==> src/design/mse_pkg.sv <==
`timescale 1ns / 1ps

package mse_pkg;

    // Datapath and field widths.
    localparam int XLEN        = 32;
    localparam int REG_COUNT   = 32;
    localparam int REG_IDX_W   = $clog2(REG_COUNT);
    localparam int STATUS_W    = 2;
    localparam int MEM_INDEX_W = 10;

    // Data memory geometry.
    localparam int DATA_WORDS = 1024;
    localparam int DMEM_AW    = $clog2(DATA_WORDS);
    localparam int WORD_IDX_W = XLEN - 2;

    // Configuration port geometry.
    localparam int PADDR_W        = 3;
    localparam int PDATA_W        = 32;
    localparam int CFG_IDX_W      = PADDR_W - 2;
    localparam logic [CFG_IDX_W-1:0] CFG_IDX_START = '0;

    // Program counter value after reset.
    localparam logic [XLEN-1:0] START_RESET = 32'h0040_0000;

    // Opcode and function codes.
    localparam logic [5:0] OP_SPECIAL = 6'h00;
    localparam logic [5:0] OP_BNE     = 6'h05;
    localparam logic [5:0] OP_ADDIU   = 6'h09;
    localparam logic [5:0] OP_SW      = 6'h2B;
    localparam logic [5:0] FUNCT_SUBU = 6'h23;

    // Result status codes.
    localparam logic [STATUS_W-1:0] STATUS_OK       = 2'd0;
    localparam logic [STATUS_W-1:0] STATUS_BAD_OP   = 2'd1;
    localparam logic [STATUS_W-1:0] STATUS_BAD_ADDR = 2'd2;
    localparam logic [STATUS_W-1:0] STATUS_HALTED   = 2'd3;

    // One register file write, as carried to the bypass and the array.
    typedef struct packed {
        logic                 en;
        logic [REG_IDX_W-1:0] idx;
        logic [XLEN-1:0]      data;
    } rf_write_t;

endpackage

==> src/design/mse_if.sv <==
`timescale 1ns / 1ps

// Instruction channel.
interface mse_in_if;
    import mse_pkg::*;

    logic            valid;
    logic            ready;
    logic [XLEN-1:0] instruction;

    modport source (output valid, output instruction, input ready);
    modport sink (input valid, input instruction, output ready);
endinterface

// Result channel.
interface mse_out_if;
    import mse_pkg::*;

    logic                   valid;
    logic                   ready;
    logic [XLEN-1:0]        next_pc;
    logic [STATUS_W-1:0]    status;
    logic                   reg_written;
    logic [REG_IDX_W-1:0]   reg_index;
    logic [XLEN-1:0]        reg_value;
    logic                   mem_written;
    logic [MEM_INDEX_W-1:0] mem_index;
    logic [XLEN-1:0]        mem_value;

    modport source (
        output valid, output next_pc, output status, output reg_written,
        output reg_index, output reg_value, output mem_written,
        output mem_index, output mem_value, input ready
    );
    modport sink (
        input valid, input next_pc, input status, input reg_written,
        input reg_index, input reg_value, input mem_written,
        input mem_index, input mem_value, output ready
    );
endinterface

==> src/design/mse_regfile.sv <==
`timescale 1ns / 1ps

module mse_regfile (
    input  logic                          clk,
    input  logic                          rst_n,
    input  logic                          rd_en,
    input  logic [mse_pkg::REG_IDX_W-1:0] rd_addr_a,
    input  logic [mse_pkg::REG_IDX_W-1:0] rd_addr_b,
    output logic [mse_pkg::XLEN-1:0]      rd_data_a,
    output logic [mse_pkg::XLEN-1:0]      rd_data_b,
    input  mse_pkg::rf_write_t            wr
);
    import mse_pkg::*;

    logic [XLEN-1:0]      mem [REG_COUNT];
    logic [REG_COUNT-1:0] valid_reg;
    logic [XLEN-1:0]      data_a_reg;
    logic [XLEN-1:0]      data_b_reg;
    logic                 valid_a_reg;
    logic                 valid_b_reg;

    // Array write and registered reads on two ports.
    always_ff @(posedge clk)
    begin
        if (wr.en)
        begin
            mem[wr.idx] <= wr.data;
        end
        if (rd_en)
        begin
            data_a_reg <= mem[rd_addr_a];
            data_b_reg <= mem[rd_addr_b];
        end
    end

    // Written flags: an entry never written reads as zero. Entry zero is
    // never written, so register zero always reads zero.
    always_ff @(posedge clk or negedge rst_n)
    begin
        if (!rst_n)
        begin
            valid_reg   <= '0;
            valid_a_reg <= 1'b0;
            valid_b_reg <= 1'b0;
        end
        else
        begin
            if (wr.en)
            begin
                valid_reg[wr.idx] <= 1'b1;
            end
            if (rd_en)
            begin
                valid_a_reg <= valid_reg[rd_addr_a];
                valid_b_reg <= valid_reg[rd_addr_b];
            end
        end
    end

    assign rd_data_a = valid_a_reg ? data_a_reg : '0;
    assign rd_data_b = valid_b_reg ? data_b_reg : '0;

endmodule

==> src/design/mse_dmem.sv <==
`timescale 1ns / 1ps

module mse_dmem (
    input  logic                        clk,
    input  logic                        rst_n,
    input  logic                        wr_en,
    input  logic [mse_pkg::DMEM_AW-1:0] wr_addr,
    input  logic [mse_pkg::XLEN-1:0]    wr_data,
    output logic                        busy
);
    import mse_pkg::*;

    logic [XLEN-1:0]    mem [DATA_WORDS];
    logic               clearing_reg;
    logic [DMEM_AW-1:0] clr_addr_reg;
    logic               we;
    logic [DMEM_AW-1:0] waddr;
    logic [XLEN-1:0]    wdata;

    // The clearing sweep owns the write port until it finishes.
    always_comb
    begin
        we    = clearing_reg | wr_en;
        waddr = clearing_reg ? clr_addr_reg : wr_addr;
        wdata = clearing_reg ? '0 : wr_data;
    end

    always_ff @(posedge clk)
    begin
        if (we)
        begin
            mem[waddr] <= wdata;
        end
    end

    // Sweep counter, one word per cycle after reset.
    always_ff @(posedge clk or negedge rst_n)
    begin
        if (!rst_n)
        begin
            clearing_reg <= 1'b1;
            clr_addr_reg <= '0;
        end
        else if (clearing_reg)
        begin
            if (clr_addr_reg == DMEM_AW'(DATA_WORDS - 1))
            begin
                clearing_reg <= 1'b0;
            end
            clr_addr_reg <= clr_addr_reg + DMEM_AW'(1);
        end
    end

    assign busy = clearing_reg;

endmodule

==> src/design/mips_subset_executor.sv <==
`timescale 1ns / 1ps

// Channel    Direction  Payload
// inst_in    sink       instruction
// res_out    source     next_pc, status, reg_written, reg_index, reg_value,
//                       mem_written, mem_index, mem_value
// APB        slave      start_address at byte offset 0
//
// One instruction per cycle sustained while the result channel is ready. The
// register file read is registered at the edge that takes the item, execute
// and write back follow, and the result is registered as execute advances.
// A write in the execute cycle is forwarded to the instruction behind it.
// After reset the data memory is cleared word by word, and no item is taken
// while it is cleared. A stalled result register holds the execute stage, which
// in turn holds the input.

module mips_subset_executor (
    input  logic                        clk,
    input  logic                        rst_n,
    mse_in_if.sink                      inst_in,
    mse_out_if.source                   res_out,
    input  logic                        psel,
    input  logic                        penable,
    input  logic                        pwrite,
    input  logic [mse_pkg::PADDR_W-1:0] paddr,
    input  logic [mse_pkg::PDATA_W-1:0] pwdata,
    output logic [mse_pkg::PDATA_W-1:0] prdata,
    output logic                        pready
);
    import mse_pkg::*;

    logic                   dmem_busy;
    logic                   accept;
    logic                   ex_advance;
    logic                   cfg_write;

    logic [XLEN-1:0]        start_address_reg;
    logic [XLEN-1:0]        pc_reg;
    logic                   halted_reg;
    logic                   ex_valid_reg;
    logic [XLEN-1:0]        ex_inst_reg;
    rf_write_t              byp_reg;

    logic [XLEN-1:0]        rf_a;
    logic [XLEN-1:0]        rf_b;
    rf_write_t              rf_wr;

    logic [5:0]             op;
    logic [5:0]             funct;
    logic [REG_IDX_W-1:0]   rs;
    logic [REG_IDX_W-1:0]   rt;
    logic [REG_IDX_W-1:0]   rd;
    logic [XLEN-1:0]        imm;
    logic [XLEN-1:0]        rs_val;
    logic [XLEN-1:0]        rt_val;
    logic [XLEN-1:0]        sum;
    logic [XLEN-1:0]        seq_pc;
    logic [WORD_IDX_W-1:0]  word;

    logic [XLEN-1:0]        next_pc_next;
    logic [STATUS_W-1:0]    status_next;
    logic                   rw_next;
    logic [REG_IDX_W-1:0]   ridx_next;
    logic [XLEN-1:0]        rval_next;
    logic                   mw_next;
    logic [MEM_INDEX_W-1:0] midx_next;
    logic [XLEN-1:0]        mval_next;

    logic                   out_valid_reg;
    logic [XLEN-1:0]        next_pc_reg;
    logic [STATUS_W-1:0]    status_reg;
    logic                   reg_written_reg;
    logic [REG_IDX_W-1:0]   reg_index_reg;
    logic [XLEN-1:0]        reg_value_reg;
    logic                   mem_written_reg;
    logic [MEM_INDEX_W-1:0] mem_index_reg;
    logic [XLEN-1:0]        mem_value_reg;

    // Handshake and stage control.
    assign ex_advance    = ex_valid_reg && (!out_valid_reg || res_out.ready);
    assign inst_in.ready = !dmem_busy && (!ex_valid_reg || ex_advance);
    assign accept        = inst_in.valid && inst_in.ready;

    // Configuration port.
    assign pready    = 1'b1;
    assign cfg_write = psel && penable && pwrite && pready
                       && (paddr[PADDR_W-1:2] == CFG_IDX_START);
    assign prdata    = (paddr[PADDR_W-1:2] == CFG_IDX_START) ? start_address_reg : '0;

    // Register file, read as the item is taken.
    mse_regfile u_regfile (
        .clk       (clk),
        .rst_n     (rst_n),
        .rd_en     (accept),
        .rd_addr_a (inst_in.instruction[25:21]),
        .rd_addr_b (inst_in.instruction[20:16]),
        .rd_data_a (rf_a),
        .rd_data_b (rf_b),
        .wr        (rf_wr)
    );

    // Data memory, written by stores.
    mse_dmem u_dmem (
        .clk     (clk),
        .rst_n   (rst_n),
        .wr_en   (ex_advance && mw_next),
        .wr_addr (word[DMEM_AW-1:0]),
        .wr_data (mval_next),
        .busy    (dmem_busy)
    );

    // Decode fields of the instruction in the execute stage.
    always_comb
    begin
        op    = ex_inst_reg[31:26];
        rs    = ex_inst_reg[25:21];
        rt    = ex_inst_reg[20:16];
        rd    = ex_inst_reg[15:11];
        funct = ex_inst_reg[5:0];
        imm   = {{(XLEN - 16){ex_inst_reg[15]}}, ex_inst_reg[15:0]};
    end

    // Forward the previous write, which may land at the same edge as this read.
    always_comb
    begin
        rs_val = (byp_reg.en && byp_reg.idx == rs) ? byp_reg.data : rf_a;
        rt_val = (byp_reg.en && byp_reg.idx == rt) ? byp_reg.data : rf_b;
        sum    = rs_val + imm;
        seq_pc = pc_reg + 32'd4;
        word   = sum[XLEN-1:2];
    end

    // Execute.
    always_comb
    begin
        next_pc_next = seq_pc;
        status_next  = STATUS_OK;
        rw_next      = 1'b0;
        ridx_next    = '0;
        rval_next    = '0;
        mw_next      = 1'b0;
        midx_next    = '0;
        mval_next    = '0;
        if (halted_reg)
        begin
            status_next = STATUS_HALTED;
        end
        else
        begin
            case (op)
                OP_ADDIU:
                begin
                    rw_next   = 1'b1;
                    ridx_next = rt;
                    rval_next = sum;
                end
                OP_SPECIAL:
                begin
                    if (funct == FUNCT_SUBU)
                    begin
                        rw_next   = 1'b1;
                        ridx_next = rd;
                        rval_next = rs_val - rt_val;
                    end
                end
                OP_SW:
                begin
                    if (word >= WORD_IDX_W'(DATA_WORDS))
                    begin
                        status_next = STATUS_BAD_ADDR;
                    end
                    else
                    begin
                        mw_next   = 1'b1;
                        midx_next = word[MEM_INDEX_W-1:0];
                        mval_next = rt_val;
                    end
                end
                OP_BNE:
                begin
                    if (rs_val != rt_val)
                    begin
                        next_pc_next = seq_pc + {imm[XLEN-3:0], 2'b00};
                    end
                end
                default:
                begin
                    status_next = STATUS_BAD_OP;
                end
            endcase
            // Register zero is hardwired; a write to it is dropped.
            if (rw_next && ridx_next == '0)
            begin
                rw_next   = 1'b0;
                rval_next = '0;
            end
        end
        // On an error or while halted the program counter stays put.
        if (status_next != STATUS_OK)
        begin
            next_pc_next = pc_reg;
        end
    end

    assign rf_wr.en   = ex_advance && rw_next;
    assign rf_wr.idx  = ridx_next;
    assign rf_wr.data = rval_next;

    // Architectural state, stage control and bypass.
    always_ff @(posedge clk or negedge rst_n)
    begin
        if (!rst_n)
        begin
            start_address_reg <= START_RESET;
            pc_reg            <= START_RESET;
            halted_reg        <= 1'b0;
            ex_valid_reg      <= 1'b0;
            out_valid_reg     <= 1'b0;
            byp_reg           <= '0;
        end
        else
        begin
            if (cfg_write)
            begin
                start_address_reg <= pwdata;
                pc_reg            <= pwdata;
            end
            else if (ex_advance)
            begin
                pc_reg <= next_pc_next;
            end
            if (ex_advance && status_next != STATUS_OK)
            begin
                halted_reg <= 1'b1;
            end
            if (accept)
            begin
                ex_valid_reg <= 1'b1;
            end
            else if (ex_advance)
            begin
                ex_valid_reg <= 1'b0;
            end
            if (ex_advance)
            begin
                out_valid_reg <= 1'b1;
            end
            else if (res_out.ready)
            begin
                out_valid_reg <= 1'b0;
            end
            if (rf_wr.en)
            begin
                byp_reg <= rf_wr;
            end
        end
    end

    // Payload registers.
    always_ff @(posedge clk)
    begin
        if (accept)
        begin
            ex_inst_reg <= inst_in.instruction;
        end
        if (ex_advance)
        begin
            next_pc_reg     <= next_pc_next;
            status_reg      <= status_next;
            reg_written_reg <= rw_next;
            reg_index_reg   <= ridx_next;
            reg_value_reg   <= rval_next;
            mem_written_reg <= mw_next;
            mem_index_reg   <= midx_next;
            mem_value_reg   <= mval_next;
        end
    end

    assign res_out.valid       = out_valid_reg;
    assign res_out.next_pc     = next_pc_reg;
    assign res_out.status      = status_reg;
    assign res_out.reg_written = reg_written_reg;
    assign res_out.reg_index   = reg_index_reg;
    assign res_out.reg_value   = reg_value_reg;
    assign res_out.mem_written = mem_written_reg;
    assign res_out.mem_index   = mem_index_reg;
    assign res_out.mem_value   = mem_value_reg;

`ifndef SYNTHESIS
    // Once halted, the block stays halted until reset.
    a_halt_sticky: assert property (@(posedge clk) disable iff (!rst_n)
        halted_reg |=> halted_reg)
        else $error("halted flag cleared without reset");

    // Register zero is never written.
    a_no_r0_write: assert property (@(posedge clk) disable iff (!rst_n)
        rf_wr.en |-> (rf_wr.idx != '0))
        else $error("write to register zero");

    // A halted result carries no side effects.
    a_halted_quiet: assert property (@(posedge clk) disable iff (!rst_n)
        (out_valid_reg && status_reg == STATUS_HALTED)
        |-> (!reg_written_reg && !mem_written_reg))
        else $error("halted result reports a write");

    // An error leaves the program counter where it was.
    a_err_pc_hold: assert property (@(posedge clk) disable iff (!rst_n)
        (ex_advance && status_next != STATUS_OK && !cfg_write)
        |=> (pc_reg == $past(pc_reg)))
        else $error("program counter moved on an error");

    // No item enters while the data memory is being cleared.
    a_no_accept_clear: assert property (@(posedge clk) disable iff (!rst_n)
        dmem_busy |-> !accept)
        else $error("item taken during memory clear");
`endif

endmodule
==> src/flat_wrapper.sv <==
// flat-port wrapper written by rule: the top's interface ports become plain ports
module mips_subset_executor_flat import mse_pkg::*;
  (clk, rst_n, psel, penable, pwrite, paddr, pwdata, prdata, pready, inst_in_valid, inst_in_instruction, inst_in_ready, res_out_valid, res_out_next_pc, res_out_status, res_out_reg_written, res_out_reg_index, res_out_reg_value, res_out_mem_written, res_out_mem_index, res_out_mem_value, res_out_ready);
  mse_in_if inst_in_i ();
  mse_out_if res_out_i ();
  input  logic clk;
  input  logic rst_n;
  input  logic psel;
  input  logic penable;
  input  logic pwrite;
  input  logic [mse_pkg::PADDR_W-1:0] paddr;
  input  logic [mse_pkg::PDATA_W-1:0] pwdata;
  output logic [mse_pkg::PDATA_W-1:0] prdata;
  output logic pready;
  input wire logic [$bits(inst_in_i.valid)-1:0] inst_in_valid;
  input wire logic [$bits(inst_in_i.instruction)-1:0] inst_in_instruction;
  output wire logic [$bits(inst_in_i.ready)-1:0] inst_in_ready;
  output wire logic [$bits(res_out_i.valid)-1:0] res_out_valid;
  output wire logic [$bits(res_out_i.next_pc)-1:0] res_out_next_pc;
  output wire logic [$bits(res_out_i.status)-1:0] res_out_status;
  output wire logic [$bits(res_out_i.reg_written)-1:0] res_out_reg_written;
  output wire logic [$bits(res_out_i.reg_index)-1:0] res_out_reg_index;
  output wire logic [$bits(res_out_i.reg_value)-1:0] res_out_reg_value;
  output wire logic [$bits(res_out_i.mem_written)-1:0] res_out_mem_written;
  output wire logic [$bits(res_out_i.mem_index)-1:0] res_out_mem_index;
  output wire logic [$bits(res_out_i.mem_value)-1:0] res_out_mem_value;
  input wire logic [$bits(res_out_i.ready)-1:0] res_out_ready;
  assign inst_in_i.valid = inst_in_valid;
  assign inst_in_i.instruction = inst_in_instruction;
  assign inst_in_ready = inst_in_i.ready;
  assign res_out_valid = res_out_i.valid;
  assign res_out_next_pc = res_out_i.next_pc;
  assign res_out_status = res_out_i.status;
  assign res_out_reg_written = res_out_i.reg_written;
  assign res_out_reg_index = res_out_i.reg_index;
  assign res_out_reg_value = res_out_i.reg_value;
  assign res_out_mem_written = res_out_i.mem_written;
  assign res_out_mem_index = res_out_i.mem_index;
  assign res_out_mem_value = res_out_i.mem_value;
  assign res_out_i.ready = res_out_ready;
  mips_subset_executor u_core (.clk(clk), .rst_n(rst_n), .inst_in(inst_in_i), .res_out(res_out_i), .psel(psel), .penable(penable), .pwrite(pwrite), .paddr(paddr), .pwdata(pwdata), .prdata(prdata), .pready(pready));
endmodule
==> config.mk <==
export PLATFORM = sky130hd
export DESIGN_NAME = mips_subset_executor_flat
export DESIGN_NICKNAME = d
export VERILOG_FILES = /design/src/design/mse_pkg.sv /design/src/design/mse_if.sv /design/src/design/mse_regfile.sv /design/src/design/mse_dmem.sv /design/src/design/mips_subset_executor.sv /design/src/flat_wrapper.sv
export SDC_FILE = /design/constraint.sdc
export NUM_CORES = 2
export LEC_CHECK = 0
export BUFFER_PORTS_ARGS = -buffer_cell sky130_fd_sc_hd__buf_2
export CAP_MARGIN = 30
export CORE_MARGIN = 4
export CORE_UTILIZATION = 63
export CTS_BUF_LIST = sky130_fd_sc_hd__clkbuf_8 sky130_fd_sc_hd__clkbuf_16
export DETAILED_ROUTE_END_ITERATION = 10
export PLACE_DENSITY = 0.8
export SYNTH_ARGS = -nofsm -noshare
export SYNTH_HDL_FRONTEND = slang
export SYNTH_HIERARCHICAL = 1
export SYNTH_SLANG_ARGS = --single-unit
export TNS_END_PERCENT = 10
==> constraint.sdc <==
create_clock -name clk -period 8.3 [get_ports clk]
set_clock_uncertainty 0.2 [all_clocks]
set_input_delay 0.83 -clock clk [delete_from_list [all_inputs] [get_ports clk]]
set_output_delay 0.83 -clock clk [all_outputs]
set_load 0.02 [all_outputs]
==> reports/qor.log <==
INFO  outcome        status=completed
INFO  pwr            pwr-share-comb=0.123
INFO  clock_network  insertion_delay=0.75ns
INFO  synth          ys_warn_count=6
INFO  detailed_routing drt_first_iter_violations=6194
INFO  cells_and_area post_layout_nonfiller_instances=5698
INFO  clock_network  cts.sinks=1385
INFO  pwr            design_power_total=15.98mW
INFO  pwr            power_switching_share=0.2512
INFO  cells_and_area fillers=6404
INFO  sta            worst_slew_pin_slew=1.123ns
INFO  pwr            powerDensity=211.0nW/um^2
INFO  cells_and_area ratio_of_cells_with_drive_above_1_in_the_final_layout=0.3315
INFO  synth          synth_nets=4098
INFO  floorplan      floorplan.io_pins=224
INFO  detailed_routing final_routed_wirelength_across_all_metal_layers=201100microns
INFO  clock_network  postCtsResizedCells=0
INFO  detailed_routing avgRoutedWirePerCell=35.29microns
INFO  job            cap_violations=0
INFO  placement      globalplace.congestion=0.9338
INFO  detailed_routing route.detailed.vias_per_inst=7.439
INFO  cells_and_area largest_register_ffs=1024
INFO  detailed_routing drc=0
INFO  pwr            internal_power=11.97mW
INFO  sta            fmax=134.4MHz
INFO  sta            final.min_clock_period=7.440ns
INFO  sta            min_period_over_period=0.8964
INFO  sta            setup_tns=0ns
INFO  global_routing maximum_number_of_pins_on_one_net_before_global_route_repair=119
INFO  global_routing first_global_vias=42500
INFO  global_routing grt_use_total=0.3606
INFO  worst_setup_path worst-endpoint-required=8.71ns
INFO  synth          post_synth_inst_count=3927
INFO  worst_setup_path cp-start-kind=flop
INFO  sta            finalHoldViolations=0
INFO  cells_and_area syn_to_final_growth=11.81%
INFO  sta            timing.slew.headroom=0.2513
INFO  sta            setup_viol=0
INFO  detailed_routing overall_via_count_from_detail_route=42390
INFO  floorplan      fp.coreArea=106900squm
INFO  global_routing antenna_found_initial=8
INFO  sta            rsz0062_at_grt=no
INFO  floorplan      die_width=335.9microns
INFO  clock_network  total_number_of_h_tree_levels=4
INFO  placement      place_hpwl=115400microns
INFO  clock_network  clk_root_buffer_cell=clkbuf_16
INFO  pwr            vdd_ir_drop_max=0.0001724V
INFO  worst_setup_path criticalPathCategory=reg2reg
INFO  detailed_routing dr.pass1.iters=8
INFO  cells_and_area layout.core_utilization=0.7085
INFO  sta            final_number_of_max_transition_violations=0
INFO  clock_network  cts_setup_buffers=0
INFO  clock_network  max-clock-path-buffers=3
INFO  synth          synth_area=67740squm
INFO  worst_setup_path crit_arrival=7.85ns
INFO  clock_network  tritoncts=built
INFO  floorplan      initial_utilization=0.6337
INFO  pwr            power_switching=4.015mW
INFO  min_path       hold_path_class=in2reg
INFO  worst_setup_path setup.worst_path.end_class=flop
INFO  global_routing grt_first_pass_wirelength=291800microns
INFO  floorplan      row_count=120
INFO  global_routing residual_overflow_from_global_routing=0
INFO  clock_network  cts_inserted_buffers=141
INFO  detailed_routing drt.antenna.violating_nets=0
INFO  pwr            p_leak=29.26nW
INFO  cells_and_area finalNetCount=4354
INFO  clock_network  clk_pin_slew_worst_setup_hold_paths=0.06ns
INFO  floorplan      die_area=112800squm
INFO  placement      dp.cells=5437
INFO  floorplan      chipHeight=335.9microns
INFO  pwr            share_clk_of_total_power=0.387
INFO  worst_setup_path critical_path_peak_fanout=27
INFO  synth          syn-mean-instance-area=17.25squm
INFO  pwr            power.share.sequential=0.491
INFO  placement      portBuffers=220
-- area by class of cell --
class	instances	area, sq um	area share
diodes	3	7.507	0.00009912
clock buffers	150	3697	0.04882
clock inverters	102	748.2	0.009879
inverters	35	136.4	0.001801
multi-input cells	2277	26070	0.3442
flip-flops and latches	1385	40840	0.5393
well taps	1403	1755	0.02318
repair buffers	343	2481	0.03276
-- worst max-delay path: stages, from the launching register on --
cell and delay, ns:
dfrtp_1 0.42, xor2_1 0.17, nor4_1 0.28, and3_2 0.67, buf_4 0.28, mux2_2 0.40
ha_1 0.50, nand4_1 0.21, nor3_1 0.47, nand3_1 0.12, o21ai_0 0.39, nor2_1 0.10
xnor2_1 0.30, nor4_1 0.13, and4_1 0.27, a32oi_4 0.73, or2_1 0.88, o21ai_0 0.36
a221o_1 0.37
-- worst paths after layout --
check                      cells past startpoint  slack (ns)                    start                           to
max                                           18        0.86       u_core/byp_reg[32]             u_core/pc_reg[7]
min                                            1        0.07  inst_in_instruction[28]       u_core/ex_inst_reg[28]
max reg2reg                                   18        0.86       u_core/byp_reg[32]             u_core/pc_reg[7]
min reg2reg                                    0        0.25         u_core/pc_reg[0]    u_core/res_out.next_pc[0]
max in group asynchronous                      4        6.06                    rst_n  u_core/start_address_reg[3]
min in group asynchronous                      3        0.46                    rst_n           u_core/byp_reg[28]
-- per-layer routing --
layer	wire length, microns	global-route usage	vias to the layer above	share of wire
met4	10430	0.1598	4	0.052
met5	63	0.002553	-	0.00031
li1	-	-	16600	-
met2	93050	0.5514	3572	0.46
met1	69940	0.4965	21500	0.35
met3	27610	0.09855	716	0.14
-- timing repair --
action | 4_1_cts | 5_1_grt
endpoints found under the hold margin | 17 | 0
endpoints found under the setup margin | 0 | 0
hold buffers | 1 | 0
-- stage by stage --
stage	worst slack, ns	hold WS, ns	area [sq um]
floorplan	1.052	0.2248	67740
CTS	0.9997	0.02363	75620
detailed placement	1.036	0.2398	71160
finish	0.8600	0.06705	75740
global placement	1.237	0.2293	70760
global route	0.5212	0.03526	75730
-- power groups by stage --
stage               registers [mW]  logic (mW)  clock network [mW]
floorplan                     8.02        1.34                   0
global placement              7.98        1.90                   0
global route                  7.85        2.12                6.56
CTS                           7.84        1.93                6.23
detailed placement            7.98        1.91                   0
finish                        7.84        1.96                6.18
-- layout by cell type, fill, tap and decap left out, types with 69 or more instances in the layout --
cell type / instances
mux2_2: 109
clkbuf_16: 145
mux2i_1: 74
a21oi_1: 97
dfrtp_1: 147
and2_1: 103
nor2_1: 117
ha_1: 94
a21o_1: 71
nand2_1: 222
edfxtp_1: 1235
o21ai_0: 94
mux4_2: 640
xnor2_1: 69
buf_4: 94
buf_2: 211
Note: power is estimated with default switching activity, not from simulation.
